File: config.mk
export PLATFORM = sky130hd
export DESIGN_NAME = length_prefixed_frame_deframer
export DESIGN_NICKNAME = d
export VERILOG_FILES = /design/src/design/lfd_pkg.sv /design/src/design/lfd_in_stage.sv /design/src/design/lfd_parser.sv /design/src/design/lfd_out_stage.sv /design/src/design/length_prefixed_frame_deframer.sv
export SDC_FILE = /design/constraint.sdc
export NUM_CORES = 1
export LEC_CHECK = 0
export BUFFER_PORTS_ARGS = -buffer_cell sky130_fd_sc_hd__buf_2
export CORE_ASPECT_RATIO = 1.1
export CORE_UTILIZATION = 55
export CTS_CLUSTER_DIAMETER = 150
export DETAILED_ROUTE_END_ITERATION = 8
export PLACE_DENSITY_LB_ADDON = 0.05
export SLEW_MARGIN = 0
export SYNTH_ARGS = -nofsm -noshare
export SYNTH_HDL_FRONTEND = slang
export SYNTH_SLANG_ARGS = --single-unit
File: constraint.sdc
create_clock -name clk -period 6.3 [get_ports clk]
set_input_delay 0.945 -clock clk [delete_from_list [all_inputs] [get_ports clk]]
set_output_delay 0.945 -clock clk [all_outputs]
set_load 0.01 [all_outputs]
File: src/design/lfd_pkg.sv
`timescale 1ns / 1ps
// Shared types and constants for the length-prefixed frame deframer.
// Used by every module in the design folder; depends on nothing else.
package lfd_pkg;

    localparam logic [7:0] DEFAULT_START_BYTE = 8'h68;

    typedef enum logic [1:0] {
        PH_HUNT = 2'd0,
        PH_LEN  = 2'd1,
        PH_BODY = 2'd2
    } phase_t;

    typedef struct packed {
        logic [7:0] data_byte;
        logic       discard;
    } in_item_t;

    typedef struct packed {
        logic [7:0] frame_byte;
        logic       frame_first;
        logic       frame_last;
    } out_item_t;

    // Parser to output stage: one decision per fired item
    typedef struct packed {
        logic      emit;
        out_item_t item;
    } parse_result_t;

endpackage

File: src/design/lfd_in_stage.sv
`timescale 1ns / 1ps
// Input register stage of the deframer: holds one accepted byte item.
// Depends on lfd_pkg.
module lfd_in_stage (
    input  logic              clk,
    input  logic              rst_n,
    input  logic              byte_valid,
    output logic              byte_ready,
    input  lfd_pkg::in_item_t byte_item,
    input  logic              fire,
    output logic              held_valid,
    output lfd_pkg::in_item_t held_item
);

    logic              valid_reg;
    logic              valid_next;
    lfd_pkg::in_item_t item_reg;
    logic              load;

    assign byte_ready = !valid_reg || fire;
    assign load       = byte_valid && byte_ready;

    always_comb
    begin
        if (load)
            valid_next = 1'b1;
        else if (fire)
            valid_next = 1'b0;
        else
            valid_next = valid_reg;
    end

    always_ff @(posedge clk or negedge rst_n)
    begin
        if (!rst_n)
            valid_reg <= 1'b0;
        else
            valid_reg <= valid_next;
    end

    always_ff @(posedge clk)
    begin
        if (load)
            item_reg <= byte_item;
    end

    assign held_valid = valid_reg;
    assign held_item  = item_reg;

endmodule

File: src/design/lfd_parser.sv
`timescale 1ns / 1ps
// Frame parser: phase register, body down-counter and start byte register.
// Depends on lfd_pkg.
module lfd_parser (
    input  logic                   clk,
    input  logic                   rst_n,
    input  logic                   cfg_we,
    input  logic [7:0]             cfg_data,
    input  logic                   held_valid,
    input  lfd_pkg::in_item_t      held_item,
    input  logic                   out_can_take,
    output logic                   fire,
    output lfd_pkg::parse_result_t result
);

    lfd_pkg::phase_t phase_reg;
    lfd_pkg::phase_t phase_next;
    logic [7:0]      remain_reg;
    logic [7:0]      remain_next;
    logic [7:0]      remain_dec;
    logic [7:0]      start_reg;

    assign fire       = held_valid && out_can_take;
    assign remain_dec = (remain_reg != 8'd0) ? remain_reg - 8'd1 : 8'd0;

    // Next state
    always_comb
    begin
        phase_next  = phase_reg;
        remain_next = remain_reg;
        if (held_item.discard)
        begin
            phase_next  = lfd_pkg::PH_HUNT;
            remain_next = 8'd0;
        end
        else
        begin
            unique case (phase_reg)
                lfd_pkg::PH_LEN:
                begin
                    phase_next  = (held_item.data_byte == 8'd0) ? lfd_pkg::PH_HUNT
                                                                 : lfd_pkg::PH_BODY;
                    remain_next = held_item.data_byte;
                end
                lfd_pkg::PH_BODY:
                begin
                    remain_next = remain_dec;
                    if (remain_dec == 8'd0)
                        phase_next = lfd_pkg::PH_HUNT;
                end
                default:
                begin
                    if (held_item.data_byte == start_reg)
                    begin
                        phase_next  = lfd_pkg::PH_LEN;
                        remain_next = 8'd0;
                    end
                    else
                        phase_next = lfd_pkg::PH_HUNT;
                end
            endcase
        end
    end

    // Outputs
    always_comb
    begin
        result.item.frame_byte  = held_item.data_byte;
        result.item.frame_first = 1'b0;
        result.item.frame_last  = 1'b0;
        result.emit             = 1'b0;
        if (!held_item.discard)
        begin
            unique case (phase_reg)
                lfd_pkg::PH_LEN:
                begin
                    result.emit            = 1'b1;
                    result.item.frame_last = (held_item.data_byte == 8'd0);
                end
                lfd_pkg::PH_BODY:
                begin
                    result.emit            = 1'b1;
                    result.item.frame_last = (remain_dec == 8'd0);
                end
                default:
                begin
                    result.emit             = (held_item.data_byte == start_reg);
                    result.item.frame_first = 1'b1;
                end
            endcase
        end
    end

    always_ff @(posedge clk or negedge rst_n)
    begin
        if (!rst_n)
        begin
            phase_reg  <= lfd_pkg::PH_HUNT;
            remain_reg <= 8'd0;
        end
        else if (fire)
        begin
            phase_reg  <= phase_next;
            remain_reg <= remain_next;
        end
    end

    always_ff @(posedge clk or negedge rst_n)
    begin
        if (!rst_n)
            start_reg <= lfd_pkg::DEFAULT_START_BYTE;
        else if (cfg_we)
            start_reg <= cfg_data;
    end

endmodule

File: src/design/lfd_out_stage.sv
`timescale 1ns / 1ps
// Result register of the deframer: holds one frame item until taken.
// Depends on lfd_pkg.
module lfd_out_stage (
    input  logic                   clk,
    input  logic                   rst_n,
    input  logic                   fire,
    input  lfd_pkg::parse_result_t result,
    output logic                   can_take,
    output logic                   frame_valid,
    input  logic                   frame_ready,
    output lfd_pkg::out_item_t     frame_item
);

    logic               valid_reg;
    logic               valid_next;
    lfd_pkg::out_item_t item_reg;
    logic               load;

    assign can_take = !valid_reg || frame_ready;
    assign load     = fire && result.emit;

    always_comb
    begin
        if (load)
            valid_next = 1'b1;
        else if (frame_ready)
            valid_next = 1'b0;
        else
            valid_next = valid_reg;
    end

    always_ff @(posedge clk or negedge rst_n)
    begin
        if (!rst_n)
            valid_reg <= 1'b0;
        else
            valid_reg <= valid_next;
    end

    always_ff @(posedge clk)
    begin
        if (load)
            item_reg <= result.item;
    end

    assign frame_valid = valid_reg;
    assign frame_item  = item_reg;

endmodule

File: src/design/length_prefixed_frame_deframer.sv
`timescale 1ns / 1ps
// Top level of the length-prefixed frame deframer.
// Depends on lfd_pkg, lfd_in_stage, lfd_parser and lfd_out_stage.
//
// Takes one received byte per item and passes on the bytes of each frame:
// while hunting, bytes are dropped until one equals the start byte register
// (0x68 after reset, written through cfg_we/cfg_data); the next byte is the
// body length (0 to 255), and that many body bytes follow. Start, length and
// body bytes are forwarded as they arrive, the start byte marked frame_first
// and the final byte marked frame_last; a zero length ends the frame at the
// length byte. An item with discard set drops any partial frame, returns to
// hunting and yields no output. Each item passes an input register, the
// combinational parsing logic and a result register, and one item is taken
// every cycle while the output side keeps up; a held result stalls the parser
// only when the result register cannot be refilled.
module length_prefixed_frame_deframer (
    input  logic               clk,
    input  logic               rst_n,
    input  logic               byte_valid,
    output logic               byte_ready,
    input  lfd_pkg::in_item_t  byte_item,
    output logic               frame_valid,
    input  logic               frame_ready,
    output lfd_pkg::out_item_t frame_item,
    input  logic               cfg_we,
    input  logic [7:0]         cfg_data
);

    logic                   held_valid;
    lfd_pkg::in_item_t      held_item;
    logic                   fire;
    logic                   out_can_take;
    lfd_pkg::parse_result_t result;

    // Hold the accepted byte until the parser consumes it
    lfd_in_stage u_in_stage (
        .clk        (clk),
        .rst_n      (rst_n),
        .byte_valid (byte_valid),
        .byte_ready (byte_ready),
        .byte_item  (byte_item),
        .fire       (fire),
        .held_valid (held_valid),
        .held_item  (held_item)
    );

    // Advance the frame phase and decide whether the byte is forwarded
    lfd_parser u_parser (
        .clk          (clk),
        .rst_n        (rst_n),
        .cfg_we       (cfg_we),
        .cfg_data     (cfg_data),
        .held_valid   (held_valid),
        .held_item    (held_item),
        .out_can_take (out_can_take),
        .fire         (fire),
        .result       (result)
    );

    // Hold the forwarded item until the downstream side takes it
    lfd_out_stage u_out_stage (
        .clk         (clk),
        .rst_n       (rst_n),
        .fire        (fire),
        .result      (result),
        .can_take    (out_can_take),
        .frame_valid (frame_valid),
        .frame_ready (frame_ready),
        .frame_item  (frame_item)
    );

endmodule

Word level (Yosys, flattened, before mapping)
Cells that the tools add are included.
- add/sub/neg operators: 1
- $mul: 0
- divide/modulo/power cells: 0
- order comparisons: 0
- equal/unequal tests: 4
- shift-type cells: 0
- muxes and demuxes: 17
- bitwise logic cells: 0
- reduce and logical (&&, ||, !) cells: 16
- operator list (operator ; count):
    8-bit 2-to-1 mux ; 3
    8-bit zero test ; 2
    8-bit one-hot mux with 2 select lines ; 1
    8-bit equality test ; 1
    1-bit 2-to-1 mux ; 8
    8-bit nonzero test ; 1
    8-bit by 1-bit subtractor with 8-bit output (second input constant) ; 1
    2-bit 2-to-1 mux ; 3
    2-bit one-hot mux with 2 select lines ; 1
    2-bit AND reduction ; 2
    2-bit nonzero test ; 2
    4-bit nonzero test ; 1
    1-bit logical AND ; 3
    3-bit by 2-bit != test with 1-bit output (second input constant) ; 1
    2-bit by 1-bit equality test with 1-bit output (second input constant) ; 1
    2-bit equality test (second input constant) ; 1
    1-bit zero test ; 2
    1-bit logical OR ; 2
    1-bit one-hot mux with 2 select lines ; 1
    2-bit OR reduction ; 1
- register bits after elaboration: 39
- latch bits: 0
- bits in writable memories: 0
- bits in read-only memories: 0
- input bits: 22
- output and inout port bits: 12
- memories: 0

Logic depth before layout (Yosys ltp)
Gate-level depths: netlist of the first run.
- word-level depth: 6
- mapped depth: 8
- depth with buffers taken out: 8

Hierarchy
From an unflattened synthesis of the first run, not the netlist that was laid out.
- cell total of the unflattened synthesis: 155
- area, all modules: 1926.8 um2
- by module, submodules not included (module ; times used ; cells each ; area an instance (um2)):
    lfd_parser ; 1 ; 127 ; 1249.9
    lfd_out_stage ; 1 ; 15 ; 352.8
    lfd_in_stage ; 1 ; 13 ; 324.1

Worst setup path after synthesis of the first run
Ideal clock, no wire load.
- kind: input-to-reg
- start: input port frame_ready
- end: register u_out_stage.item_reg (netlist bit u_out_stage.frame_item[0]), enable pin
- library setup time: 0.396 ns
- data arrival time: 1.993 ns
- data required time: 5.904 ns
- slack: 3.911 ns
- cell stages on the path: 2
- path buffers: 0
- path through: o21ai_0 > a211oi_1
- word-level cells in the longest chain between the ends: 3
- RTL lines (element ; RTL line ; source):
    start, declared ; length_prefixed_frame_deframer.sv:23 ; input logic frame_ready,
    1-bit logical OR ; lfd_out_stage.sv:20 ; assign can_take = !valid_reg || frame_ready;
    1-bit logical AND ; lfd_parser.sv:23 ; assign fire = held_valid && out_can_take;
    1-bit logical AND ; lfd_out_stage.sv:21 ; assign load = fire && result.emit;
    via u_out_stage.load ; lfd_out_stage.sv:18 ; logic load;
    end signal, assigned ; lfd_out_stage.sv:44 ; item_reg <= result.item;
    end, declared ; lfd_out_stage.sv:17 ; lfd_pkg::out_item_t item_reg;
The timed path passes the listed nets, and every way through them passes these cells.
A chain may end at the register's enable or synchronous reset.

Worst setup path in the final report of the first run
- start: input port frame_ready
- end: output port byte_ready
- word-level cells in the longest chain between the ends: 3
- RTL lines (element ; RTL line ; source):
    1-bit logical OR ; lfd_out_stage.sv:20 ;
    1-bit logical AND ; lfd_parser.sv:23 ;
    1-bit logical OR ; lfd_in_stage.sv:20 ; assign byte_ready = !valid_reg || fire;
    end, declared ; length_prefixed_frame_deframer.sv:20 ; output logic byte_ready,
Every way passes these cells.

==> results of run 1 <==
## cell usage in the layout, fill, tap and decap left out, types with 3 or more instances in the layout
cell,count
and2_1,3
a21oi_1,8
mux2i_1,3
dfstp_2,3
o21ai_0,4
nor2_1,14
buf_2,33
mux2_2,9
inv_1,6
a211oi_1,3
edfxtp_1,19
o31ai_1,7
a21o_1,3
ha_1,4
nand3_1,5
nand2_1,9
xor2_1,10
dfrtp_1,17
clkbuf_4,5
## where the power goes
part | total [mW] | internal, mW | switching (mW)
sequential | 0.292 | 0.280 | 0.0113
combinational | 0.0604 | 0.0289 | 0.0315
clock | 0.118 | 0.0409 | 0.0768
total | 0.470 | 0.350 | 0.120
## per-layer routing
layer  up-vias  track usage, %  routed length [um]
met5         -               0                   0
met4         0            7.14                  51
met3         7            6.37                 168
met2        34            43.0                1980
met1       618            25.1                1500
li1        642               -                   -
## worst paths after layout
kind	startpoint	to	cells after the start
max in group asynchronous	rst_n	u_parser.start_reg[6]	1
worst max register to register	u_in_stage.held_item[4]	u_parser.remain_reg[0]	6
worst min register to register	u_parser.start_reg[2]	u_parser.start_reg[2]	1
worst min-delay path	rst_n	u_parser.remain_reg[5]	1
worst max-delay path	frame_ready	byte_ready	4
min in group clk	u_parser.start_reg[2]	u_parser.start_reg[2]	1
## area by class of cell
class | count | area [um2] | area share [%]
sequential | 39 | 1070 | 50.3
multi-input combinational | 107 | 772 | 36.1
tap | 34 | 42.5 | 1.99
clock buffer | 5 | 37.5 | 1.76
inverter | 6 | 22.5 | 1.05
timing repair buffer | 34 | 173 | 8.08
clock inverter | 3 | 15.0 | 0.703
## critical path: stages
cell and delay (ps):
buf_2 100, inv_1 60, nand3_1 90, buf_2 160
## stage by stage
stage	cells	cell area, um2	hold WS [ps]	worst slack [ps]
after floorplan	155	1880	485	3910
after global placement	220	2080	505	4020
after detailed placement	220	2080	520	3990
after CTS	228	2140	542	3990
after global routing	228	2140	543	3930
final	228	2140	533	3990
## logic make-up after synthesis
family	after synthesis	share of synthesized area, %
mux	13	7.77
xor+xnor	12	5.58
flops	39	57.0
simple gates	49	14.1
compound gates	29	10.8
fa+ha+maj	4	2.66
buf+inv	9	1.99
==> run summary, run 1 <==
Final Skew = 10.8 ps
Drt first pass iters = 6
Die ar. = 3660 um2
Leakage = 0.889 nW
Final slew viol count = 0
Min cycle time layout = 2310 ps
Largest register FFs = 10
Maximum fanout along the worst path = 3
Yosys cell types = 37
Netlist Area Pre-Place = 1880 um2
Layout cells sized above 1 = 29.9%
H-tree levels = 2
Synth Warn # = 0
Avg Synthesized Cell Area = 12.2 um2
Row count = 21
Post-synth EDFFs = 19
First-pass GRT wire length = 6240 um
TritonCTS clock tree = yes
Hold-fix buffers, CTS = 0
Achievable Freq = 433 MHz
Most frequent cell after synthesis = edfxtp_1
Syn Nets = 181
Largest net degree at the start of global routing = 21
TritonCTS Buffers = 5
Initial Util = 59.8%
Final Hold Vio Count = 0
Via density = 5.71
Total wire length = 3700 um
Slew HR = 64.3%
Pwr Density = 220 nW/um2
CP Launch Type = input port
Total track usage = 23.2%
Clk buf depth = 2
Fill count = 247
Vias in the first global route = 1395
WP data required = 5350 ps
Clk slew on worst S/H paths = 110 ps
Port bufs = 33
Antenna Violating Nets Remaining = 0
Post-layout util = 67.8%
Num ports = 34
Clock sink total = 39
Total number of vias = 1301
DRT iter0 DRCs = 47
Worst Hold Class = input port to asynchronous set/reset pin
Final Power = 470 uW
Detailed placement HPWL = 2850 um
Yosys top cell by area = edfxtp_1
Post-CTS Setup Repair Bufs = 0
Mapped Cells = 155
CP arrival = 1360 ps
Layout Nets = 219
Worst-Skew Late Latency = 340 ps
RSZ-0062 raised after global routing = no
Final period utilization = 36.6%
Max Cap Viol = 0
Die Y = 63.4 um
Placer congestion estimate = 0.852
Setup slack, reg-to-reg = 4160 ps
Final setup fails = 0
Sequential cell area fraction in the yosys report = 57.0%
Grt ovf = 0
Setup Crit Path Kind = input port to primary output
Clock root buffer = clkbuf_4
Least-Margin Pin Slew = 530 ps
Yosys top cell area share = 30.3%
Top FF cell, synth = edfxtp_1
Fin Setup TNS = 0 ps
Run status = finished, violations left
VDD IR max = 0.000133 V
Die Width = 57.8 um
Core box area = 3150 um2
Yosys reg bits = 39
Initial antenna violation count = 0
Wirelength per Cell = 16.2 um
Failing checks = design-rule violations
Post-cts resize count = 0
Layout Area Growth over Synthesis = 13.4%
Area contributors post-synth = edfxtp_1 (30%), dfrtp_1 (23%), mux2_2 (5.4%)
Antenna Cells = 0
# DRC = 1
Synth top cells by count = edfxtp_1 (19), dfrtp_1 (17), nor2_1 (14), xor2_1 (10)
Worst setup EP type = primary output
Async set or reset register ratio after synthesis = 51.3%
(Power assumes the default switching activity.)
==> run 2, diff against run 1 <==
==> constraint.sdc (replaced) <==
create_clock -name clk -period 2.2 [get_ports clk]
set_input_delay 0.33 -clock clk [delete_from_list [all_inputs] [get_ports clk]]
set_output_delay 0.33 -clock clk [all_outputs]
set_load 0.01 [all_outputs]
==> run summary, run 2 (synthesis results as in run 1) <==
Layout Area Growth over Synthesis = 16.2%
Antenna Cells = 0
Pwr Density = 638 nW/um2
Comb pwr share = 13.1%
Initial Util = 59.8%
Min cycle time layout = 2060 ps
Die Width = 57.8 um
Initial antenna violation count = 0
Max Cap Viol = 0
Hold Startpoint = byte_item[4]
Final Hold Vio Count = 0
Placer congestion estimate = 0.853
Post-Route M1 WL = 1560 um
Worst-Skew Late Latency = 350 ps
Worst r2r path cells = 8
RSZ-0062 raised after global routing = no
Largest net degree at the start of global routing = 21
TritonCTS clock tree = yes
Largest register FFs = 10
CP Buf/Inv Count = 1
Layout Nets = 223
Clock sink total = 39
Worst Hold Class = input port to flop
Core box area = 3150 um2
# DRC = 1
Failing checks = design-rule violations
Clk slew on worst S/H paths = 140 ps
Num ports = 34
Setup Crit Path Kind = flop to flop
Reg2reg end = u_parser.phase_reg[0]
Drt first pass iters = 6
Commonest non-fill, non-tap cell in the layout = buf_2
Seq pwr share = 59.6%
Crit Reg-Reg Startpoint = u_parser.remain_reg[0]
Least-Margin Pin Slew = 463 ps
CP Launch Type = flop
Clk pwr share = 27.3%
Detailed placement HPWL = 2820 um
Die Y = 63.4 um
Row count = 21
TritonCTS Buffers = 5
Antenna Violating Nets Remaining = 0
Commonest cells after routing, fill and taps aside = buf_2 (33), edfxtp_1 (19), dfrtp_1 (17)
Final period utilization = 93.6%
CP arrival = 2330 ps
Fin Setup TNS = 0 ps
Worst slack, placed = 143 ps
Met3 wire length = 156 um
DRT iter0 DRCs = 57
Worst setup EP type = flop
Die ar. = 3660 um2
Via density = 5.77
Leakage = 0.911 nW
First-pass GRT wire length = 6190 um
Total number of vias = 1339
Final setup fails = 0
Worst Hold End = u_in_stage.held_item[4]
Total track usage = 22.7%
Run status = finished, violations left
Slew HR = 68.8%
Clock root buffer = clkbuf_4
Internal power = 1.02 mW
Vias in the first global route = 1363
Port bufs = 33
Crit-path cells = inv_1 > ha_1 > and2_1 > a21oi_1 > o31ai_1 > nand3_1 > a31oi_4 > mux2i_1
Post-route setup slack = 141 ps
Maximum fanout along the worst path = 8
Top Layer Used = met4
VDD IR max = 0.000543 V
H-tree levels = 2
Net Sw Frac = 27.0%
Wirelength per Cell = 15.9 um
Hold depth = 1
Final Skew = 21.0 ps
CP delay by family, top = compound AO/OA/AOI/OAI gates
Setup slack, reg-to-reg = 140 ps
Critical Path Slowest Stage Cell = dfrtp_1
WP data required = 2470 ps
Final slew viol count = 0
NetSw = 378 uW
Achievable Freq = 486 MHz
Layout cells sized above 1 = 32.8%
Grt ovf = 0
Clk buf depth = 2
WL met2 = 1910 um
Total wire length = 3700 um
Slowest stage delay, CP = 460 ps
run 2: changes by cell type in the layout (fill, tap and decap cells not counted), sizes merged:
cell / delta
buf: +3
clkinv: -2
clkinvlp: +1
dlygate4sd3: +1
inv: +1
run 2: worst register-to-register path, cell delays in order (launching register included):
cell,delay [ps]
dfrtp_1,460
inv_1,120
ha_1,310
and2_1,170
a21oi_1,60
o31ai_1,200
nand3_1,190
a31oi_4,230
mux2i_1,220
run 2: how the worst max path moves through the flow:
stage                                  from                   endpoint  slack (ps)  cells past startpoint
floorplan           u_in_stage.held_item[4]  u_out_stage.frame_item[0]         200                      4
finish               u_parser.remain_reg[0]      u_parser.phase_reg[0]         140                      8
CTS                 u_in_stage.held_item[8]     u_parser.remain_reg[2]         120                      6
global placement    u_in_stage.held_item[4]  u_out_stage.frame_item[8]         200                      5
detailed placement  u_in_stage.held_item[8]     u_parser.remain_reg[2]         140                      6
global route         u_parser.remain_reg[0]      u_parser.phase_reg[0]          20                      8
run 2: routing by layer:
| metal | vias to the layer above | GRT usage [%] |
|---|---|---|
| met5 | - | 0 |
| met1 | 637 | 28.5 |
| met3 | 10 | 4.52 |
| met2 | 45 | 38.2 |
| li1 | 647 | - |
| met4 | 0 | 8.93 |
run 2: timing repair:
| action | CTS | global route |
|---|---|---|
| hold buffers | 1 | 0 |
| setup buffers | 0 | 0 |
| endpoints found under the hold margin | 17 | 0 |
| resized for setup | 0 | 1 |
| setup endpoints to repair | 0 | 3 |
run 2: cell type report:
cell class,count,area (um2)
fill,250,963
timing repair buffer,38,205
multi-input combinational,107,783
sequential,39,1070
clock inverter,3,23.8
clock buffer,5,37.5
inverter,6,22.5
tap,34,42.5
run 2: power by group through the flow:
stage	logic [mW]	registers, mW	clock network (mW)
after floorplan	0.126	0.839	0
after global placement	0.173	0.847	0
after detailed placement	0.178	0.849	0
after CTS	0.181	0.834	0.387
after global routing	0.202	0.838	0.409
final	0.183	0.833	0.381
run 2: metrics by stage:
step | utilization (%) | hold WS [ps] | total power, mW | instance area, um2 | std cells
CTS | 69.2 | 143 | 1.40 | 2180 | 232
global placement | 67.0 | 302 | 1.02 | 2110 | 223
floorplan | - | 34.4 | 0.965 | 1890 | 155
detailed placement | 67.0 | 319 | 1.03 | 2110 | 223
global route | 69.4 | 141 | 1.45 | 2190 | 232
finish | 69.4 | 152 | 1.40 | 2190 | 232
